<file path="src/design/hash_set_insert_and_member_unit_macros.svh">
// Assertion macros for the hash set unit.
`ifndef HASH_SET_INSERT_AND_MEMBER_UNIT_MACROS_SVH
`define HASH_SET_INSERT_AND_MEMBER_UNIT_MACROS_SVH

`ifndef NO_ASSERTIONS
`define HSIM_ASSERT(label, prop) \
	label: assert property (@(posedge clk) disable iff (!arst_n) prop) \
		else $error("%m: check failed");
`define HSIM_ASSERT_MSG(label, prop, msg) \
	label: assert property (@(posedge clk) disable iff (!arst_n) prop) \
		else $error(msg);
`else
`define HSIM_ASSERT(label, prop)
`define HSIM_ASSERT_MSG(label, prop, msg)
`endif

`endif

</file>
<file path="src/design/hsim_pkg.sv">
// Types and constants shared by the hash set unit.
package hsim_pkg;

	localparam int SLOT_BITS = 16;
	localparam int SLOT_COUNT = 1 << SLOT_BITS;
	localparam int KEY_W = 64;
	localparam logic [KEY_W-1:0] EMPTY_MARK = '1;
	localparam logic [KEY_W-1:0] MULT_RESET = 64'h9E37_79B9_7F4A_7C15;
	localparam logic [SLOT_BITS-1:0] HALF_SLOTS = SLOT_BITS'(SLOT_COUNT / 2);

	localparam logic OP_INSERT = 1'b0;
	localparam logic OP_TEST = 1'b1;

	localparam logic [2:0] ST_PRESENT = 3'd0;
	localparam logic [2:0] ST_ADDED = 3'd1;
	localparam logic [2:0] ST_ABSENT = 3'd2;
	localparam logic [2:0] ST_INVALID = 3'd3;
	localparam logic [2:0] ST_FULL = 3'd4;

	typedef struct packed {
		logic opcode;
		logic [KEY_W-1:0] key;
	} req_t;

	typedef struct packed {
		logic [2:0] status;
		logic [15:0] entry_count;
	} rsp_t;

	// classified item handed from front to back
	typedef struct packed {
		logic opcode;
		logic invalid;
		logic [KEY_W-1:0] key;
		logic [SLOT_BITS-1:0] home;
	} task_t;

	typedef struct packed {
		logic full;
		logic empty;
	} q_stat_t;

	typedef enum logic [2:0] {
		BK_CLEAR,
		BK_IDLE,
		BK_READ,
		BK_CHECK,
		BK_RESULT
	} back_state_t;

endpackage

</file>
<file path="src/design/hsim_queue.sv">
// Two-entry queue of classified items between front and back.
module hsim_queue (
	input  logic            clk,
	input  logic            arst_n,
	input  logic            push,
	input  hsim_pkg::task_t wr_task,
	input  logic            pop,
	output hsim_pkg::task_t head,
	output hsim_pkg::q_stat_t stat
);
	import hsim_pkg::*;

	task_t ent_q [2];
	logic wr_ptr_q;
	logic rd_ptr_q;
	logic [1:0] cnt_q;
	logic do_push;
	logic do_pop;

	assign stat.full = (cnt_q == 2'd2);
	assign stat.empty = (cnt_q == 2'd0);
	assign do_push = push && !stat.full;
	assign do_pop = pop && !stat.empty;
	assign head = ent_q[rd_ptr_q];

	always_ff @(posedge clk) begin
		if (do_push) begin
			ent_q[wr_ptr_q] <= wr_task;
		end
	end

	always_ff @(posedge clk or negedge arst_n) begin
		if (!arst_n) begin
			wr_ptr_q <= 1'b0;
			rd_ptr_q <= 1'b0;
			cnt_q <= 2'd0;
		end else begin
			if (do_push) begin
				wr_ptr_q <= !wr_ptr_q;
			end
			if (do_pop) begin
				rd_ptr_q <= !rd_ptr_q;
			end
			case ({do_push, do_pop})
				2'b10: cnt_q <= cnt_q + 2'd1;
				2'b01: cnt_q <= cnt_q - 2'd1;
				default: cnt_q <= cnt_q;
			endcase
		end
	end
endmodule

</file>
<file path="config.mk">
export PLATFORM = sky130hd
export DESIGN_NAME = hsim_queue
export DESIGN_NICKNAME = d
export VERILOG_FILES = /design/src/design/hash_set_insert_and_member_unit_macros.svh /design/src/design/hsim_pkg.sv /design/src/design/hsim_queue.sv
export SDC_FILE = /design/constraint.sdc
export NUM_CORES = 1
export LEC_CHECK = 0
export ABC_CLOCK_PERIOD_IN_PS = 5520
export BUFFER_PORTS_ARGS = -buffer_cell sky130_fd_sc_hd__clkbuf_2
export CAP_MARGIN = 20
export CORE_MARGIN = 4
export CORE_UTILIZATION = 39
export DETAILED_ROUTE_END_ITERATION = 10
export PLACE_DENSITY = 0.7
export SLEW_MARGIN = 15
export SYNTH_ARGS = -nofsm -noshare
export SYNTH_HDL_FRONTEND = slang
export SYNTH_SLANG_ARGS = --single-unit
</file>
<file path="constraint.sdc">
create_clock -name clk -period 5.52 [get_ports clk]
set_input_delay 0.552 -clock clk [delete_from_list [all_inputs] [get_ports clk]]
set_output_delay 0.552 -clock clk [all_outputs]
set_load 0.01 [all_outputs]
</file>
==> results of run 1 <==
==> logic make-up (layout without fill, tap and decap cells) <==
family | count (synthesis) | in the layout | synth area share
mux | 82 | 82 | 0.184
xor+xnor | 5 | 5 | 0.00678
fa+ha+maj | 1 | 1 | 0.00194
flops | 168 | 168 | 0.778
buf+inv | 10 | 206 | 0.0248
simple gates | 7 | 7 | 0.00523
==> power breakdown <==
part | leakage, nW | total (W) | internal [W] | switching [W]
sequential | 1.57 | 0.00191 | 0.00175 | 0.000165
clock | 0.252 | 0.00105 | 0.000612 | 0.000441
combinational | 1.40 | 0.00128 | 0.000677 | 0.000603
total | 3.22 | 0.00424 | 0.00304 | 0.00121
==> worst reg2reg max path, stage by stage (launching register included) <==
cell and delay, ns:
dfrtp_1 0.42, nand2b_1 0.18, nand2_1 0.15, nor2_4 0.66, buf_4 0.75
==> layout make-up <==
type | count | area share
repair buffers | 174 | 0.112
multi-input cells | 95 | 0.161
inverters | 1 | 0.000469
clock inverters | 10 | 0.0102
clock buffers | 21 | 0.0550
well taps | 216 | 0.0337
flip-flops and latches | 168 | 0.628
==> layer usage <==
layer,wire length [µm],track usage,vias to the layer above
met2,5830,0.209,110
met1,4420,0.133,1504
met4,175,0.0487,0
met3,892,0.0452,14
met5,0,0,-
li1,-,-,1443
==> sequential cells by signal (all words and copies together), names as in the netlist <==
name,flops
cnt_q,2
ent_q,164
rd_ptr_q,1
wr_ptr_q,1
==> cells in the final DEF, fill, tap and decap left out <==
master	n
mux2_4	70
xor2_1	2
dlygate4sd3_1	1
nand2_1	1
nor2_4	1
inv_1	1
and3_4	1
dfrtp_1	3
xnor2_1	3
clkinvlp_4	2
edfxtp_1	164
mux2_2	12
nor2b_1	1
bufinv_16	1
clkbuf_1	4
clkinv_4	1
buf_12	1
ha_1	1
dfrtp_4	1
clkbuf_16	17
nor2_1	2
clkinv_2	4
nand2b_1	1
buf_4	3
clkinv_1	2
clkbuf_2	169
==> through the flow <==
| step | power (W) | util |
|---|---|---|
| 2_1_floorplan | 0.00290 | - |
| 3_3_place_gp | 0.00322 | 0.465 |
| 3_5_place_dp | 0.00325 | 0.465 |
| 4_1_cts | 0.00432 | 0.498 |
| 5_1_grt | 0.00447 | 0.499 |
| 6_report | 0.00424 | 0.499 |
==> worst paths after layout <==
check,start,endpoint,slack [ns],depth (start not counted)
max reg2reg,cnt_q[0],ent_q[0][59],2.97,4
max in group asynchronous,arst_n,rd_ptr_q,4.88,2
max,rd_ptr_q,head[52],2.41,3
min in group asynchronous,arst_n,cnt_q[0],0.49,2
min,wr_task[74],ent_q[1][74],0.33,1
min reg2reg,cnt_q[1],cnt_q[1],0.52,1
==> what timing repair did <==
| item | CTS | global route |
|---|---|---|
| hold endpoints to repair | 4 | 0 |
| resized for setup | 0 | 0 |
| hold buffers | 1 | 0 |
==> results_dict.tcl, run 1 <==
set metrics [dict create \
    syn_to_final_growth_pct 24.0 \
    ant_nets 0 \
    clkSlewWorstSetupHoldPaths_ns 0.06 \
    synth_largest_area_cell "edfxtp_1" \
    maxSlewViolCount 0 \
    arrival_ns 2.56 \
    drt-initial-drc-count 127 \
    instances_no_fill 685 \
    grt_pass1_vias 3354 \
    drive_above_1_share 0.603 \
    crit_family "flip-flops" \
    grtUsageTotal 0.120 \
    worstMarginPinSlew_ns 0.871 \
    die-area_um2 18700 \
    synth-async-reset-ratio 0.0238 \
    grt_max_degree 83 \
    cts_tree "yes" \
    clkLatencyLatePin_ns 0.41 \
    cts_setup_buffers 0 \
    cap_viol_max_count 0 \
    synthTopCellsByCount "edfxtp_1 (164), mux2_4 (70), mux2_2 (12)" \
    ys_top_cells_by_area "edfxtp_1 (76%), mux2_4 (16%), buf_12 (2.2%)" \
    die_h_um 137 \
    syn_inst 273 \
    port_buffers 169 \
    grt_pass1_wl_um 16900 \
    clockBufferDepth 2 \
    drt_pass1_iterations 5 \
    finalClockSkew_ns 0.00539 \
    cellLeakagePower_nw 3.22 \
    placedCellCount 652 \
    powerDensity_nw_per_um2 530 \
    critical_path_class "register to output pin" \
    cp.buffers_inverters 2 \
    rows 46 \
    yosys_warnings 0 \
    slew_headroom 0.419 \
    gp_congestion 0.662 \
    drt_wl_total_um 11300 \
    initial_core_util 0.402 \
    antenna_found_initial 0 \
    timing.final.crit_share 0.563 \
    synth.most_common_cell "edfxtp_1" \
    placed_area_um2 7460 \
    cp-end-kind "output pin" \
    syn_avg_cell_area_um2 23.7 \
    hpwl_um 7600 \
    whs_ns 0.332 \
    rsz0062_at_grt "false" \
    status "completed" \
    hold_path_class "primary input to register" \
    synth-seq-cells 168 \
    root_buffer "clkbuf_16" \
    antennaDiodeCount 0 \
    yosys_most_used_dff "edfxtp_1" \
    finalHoldViolCount 0 \
    cp_cell_sequence "buf_4 > mux2_4 > clkbuf_2" \
    dieWidth_um 137 \
    syn_nets 360 \
    ys_seq_area_frac 0.778 \
    wire_per_inst_um 16.5 \
    final_nets 544 \
    finalSetupViolations 0 \
    synth_edf_count 164 \
    critPathMaxStageDelay_ns 1.00 \
    worst_setup_path_start_kind "register" \
    fillers 1339 \
    fin_crit_ns 3.11 \
    worst_ep_required_time_ns 4.97 \
    io_pins 170 \
    tns_ns 0 \
    clock.fmax_mhz 322 \
    htree_levels 4 \
    cts_buffers 17 \
    netlist_area_um2 6460 \
    cts_sinks 168 \
    setup_slack_ns 2.41 \
    synth_top_area_frac 0.762 \
    drc 0 \
    netlist-cell-type-count 16 \
    finalInstanceArea_um2 8010 \
    multiInputGateArea_um2 1290 \
    ir_drop_v 0.000325 \
    core_um2 16100 \
    seq_area_um2 5030 \
    grt-ovfl-total 0 \
    critPathMaxFanout 50 \
    pre_cts_ws_ns 2.77 \
    critPathSlowestCell "dfrtp_4" \
    via_per_inst 4.48 \
    num_vias 3071 \
]
Power figures use the tool's default switching activity.
==> run 2: changes to the inputs <==
--- a/config.mk
+++ b/config.mk
@@ -5,13 +5,13 @@
 export SDC_FILE = /design/constraint.sdc
 export NUM_CORES = 1
 export LEC_CHECK = 0
-export ABC_CLOCK_PERIOD_IN_PS = 5520
+export ABC_CLOCK_PERIOD_IN_PS = 2700
 export BUFFER_PORTS_ARGS = -buffer_cell sky130_fd_sc_hd__clkbuf_2
 export CAP_MARGIN = 20
 export CORE_MARGIN = 4
 export CORE_UTILIZATION = 39
 export DETAILED_ROUTE_END_ITERATION = 10
-export PLACE_DENSITY = 0.7
+export PLACE_DENSITY = 0.72
 export SLEW_MARGIN = 15
 export SYNTH_ARGS = -nofsm -noshare
 export SYNTH_HDL_FRONTEND = slang
==> constraint.sdc (replaced) <==
create_clock -name clk -period 2.7 [get_ports clk]
set_input_delay 0.27 -clock clk [delete_from_list [all_inputs] [get_ports clk]]
set_output_delay 0.27 -clock clk [all_outputs]
set_load 0.01 [all_outputs]
==> run 2 against run 1 <==
- count of clock-buffer cells in the layout shrank 3
- non-clock buffer count increased by 4
- critical path depth unchanged
- total power up 110%
- core utilization grew 0.37 points
- clock skew barely moved
- flip-flop and latch count did not move
- clock power rose by 110%
- setup slack worse by 1.8 ns
- worst hold slack worse by 0.29 ns
- sequential share of layout area shrank 0.47 points
- critical path type unchanged
==> results_dict.tcl, run 2 (same netlist as run 1, synthesis figures left out) <==
set metrics [dict create \
    port_buffers 169 \
    wire_per_inst_um 16.4 \
    finalHoldViolCount 0 \
    powerDensity_nw_per_um2 1090 \
    reg.largest.list "ent_q: 164 flops, cnt_q: 2 flops" \
    grt_pass1_wl_um 17100 \
    tns_ns 0 \
    drt_wl_total_um 11300 \
    maxSlewViolCount 0 \
    grt_pass1_vias 3351 \
    initial_core_util 0.402 \
    finalClockSkew_ns 0.00550 \
    antennaDiodeCount 0 \
    gp_congestion 0.665 \
    drt-initial-drc-count 179 \
    drt_pass1_iterations 4 \
    grt_max_degree 34 \
    power_w 0.00877 \
    mostFrequentLayoutCells "clkbuf_2 (169), edfxtp_1 (164), mux2_4 (70)" \
    finalSetupViolations 0 \
    cts_buffers 17 \
    htree_levels 4 \
    cts_tree "yes" \
    clkSlewWorstSetupHoldPaths_ns 0.06 \
    die_h_um 137 \
    root_buffer "clkbuf_16" \
    clockBufferDepth 2 \
    clkLatencyLatePin_ns 0.41 \
    grt-ovfl-total 0 \
    hold_path_class "primary input to register" \
    fillers 1319 \
    timing.final.crit_share 0.764 \
    cts_setup_buffers 0 \
    largest_register_ffs 164 \
    via_per_inst 4.50 \
    fin_crit_ns 2.06 \
    antenna_found_initial 0 \
    syn_to_final_growth_pct 24.9 \
    drive_above_1_share 0.612 \
    final_common_cell "clkbuf_2" \
    dieWidth_um 137 \
    final_nets 548 \
    worst_ep_required_time_ns 2.43 \
    hpwl_um 7820 \
    cts_sinks 168 \
    drc 0 \
    grtUsageTotal 0.122 \
    core_um2 16100 \
    num_vias 3104 \
    io_pins 170 \
    top_register "ent_q" \
    rows 46 \
    ant_nets 0 \
    worstMarginPinSlew_ns 0.519 \
    worst_setup_path_start_kind "register" \
    cap_viol_max_count 0 \
    cp-end-kind "output pin" \
    rsz0062_at_grt "false" \
    arrival_ns 1.79 \
    die-area_um2 18700 \
    critical_path_class "register to output pin" \
    ir_drop_v 0.000537 \
    status "completed" \
    cellLeakagePower_nw 3.25 \
    slew_headroom 0.654 \
    critPathMaxFanout 27 \
    clock.fmax_mhz 485 \
]
-- run 2: cell types whose count changed in the layout (fill, tap and decap cells not counted) --
cell	before	now
clkinv_4	1	3
buf_12	1	2
buf_4	3	6
clkinvlp_4	2	3
clkinv_1	2	3
clkbuf_1	4	1
-- run 2: area by class of cell --
type,count,area [µm²],area share
Clock inverter,14,110,0.0136
Inverter,1,3.75,0.000465
Tap cell,216,270,0.0335
Multi-Input combinational cell,95,1290,0.160
Timing Repair Buffer,178,941,0.117
Sequential cell,168,5030,0.623
Clock buffer,18,429,0.0532
-- run 2: where the power goes --
group,total [W],internal (W),switching (W)
Combinational,0.00286,0.00142,0.00144
Sequential,0.00373,0.00357,0.000156
Clock,0.00218,0.00125,0.000930
-- run 2: metal layers --
metal	wire length [µm]	share of wire	GRT usage
met1	4400	0.39	0.138
met2	5850	0.52	0.208
met3	902	0.080	0.0460
met4	151	0.013	0.0549
met5	0	0	0
-- run 2: repair_timing --
item | CTS | global route
hold buffers | 1 | 0
endpoints found under the setup margin | 0 | 0
hold endpoints to repair | 4 | 0
gates resized for setup | 0 | 0
-- run 2: worst paths after layout --
check / start / to / slack (ns) / cells past startpoint
max in group asynchronous: arst_n / rd_ptr_q / 2.33 / 2
max reg2reg: cnt_q[0] / ent_q[1][21] / 0.88 / 3
min reg2reg: cnt_q[1] / cnt_q[1] / 0.53 / 1
max: rd_ptr_q / head[73] / 0.64 / 3
min in group asynchronous: arst_n / cnt_q[1] / 0.22 / 2
min: wr_task[15] / ent_q[0][15] / 0.05 / 1
-- run 2: metrics by stage --
step	setup slack, ns	instance area [µm²]	hold WS (ns)	std cells	utilization
after global routing	0.567	8070	0.0185	690	0.503
after floorplan	0.402	6470	-0.0256	273	-
final	0.638	8070	0.0453	690	0.503
after global placement	0.916	7520	0.0799	657	0.468
after detailed placement	0.837	7520	0.0868	657	0.468
after CTS	0.578	8070	0.0170	690	0.503
-- run 2: critical path, cell delays in order, from the launching register on --
cell	delay, ns
dfrtp_4	0.43
buf_4	0.40
mux2_2	0.41
clkbuf_2	0.13
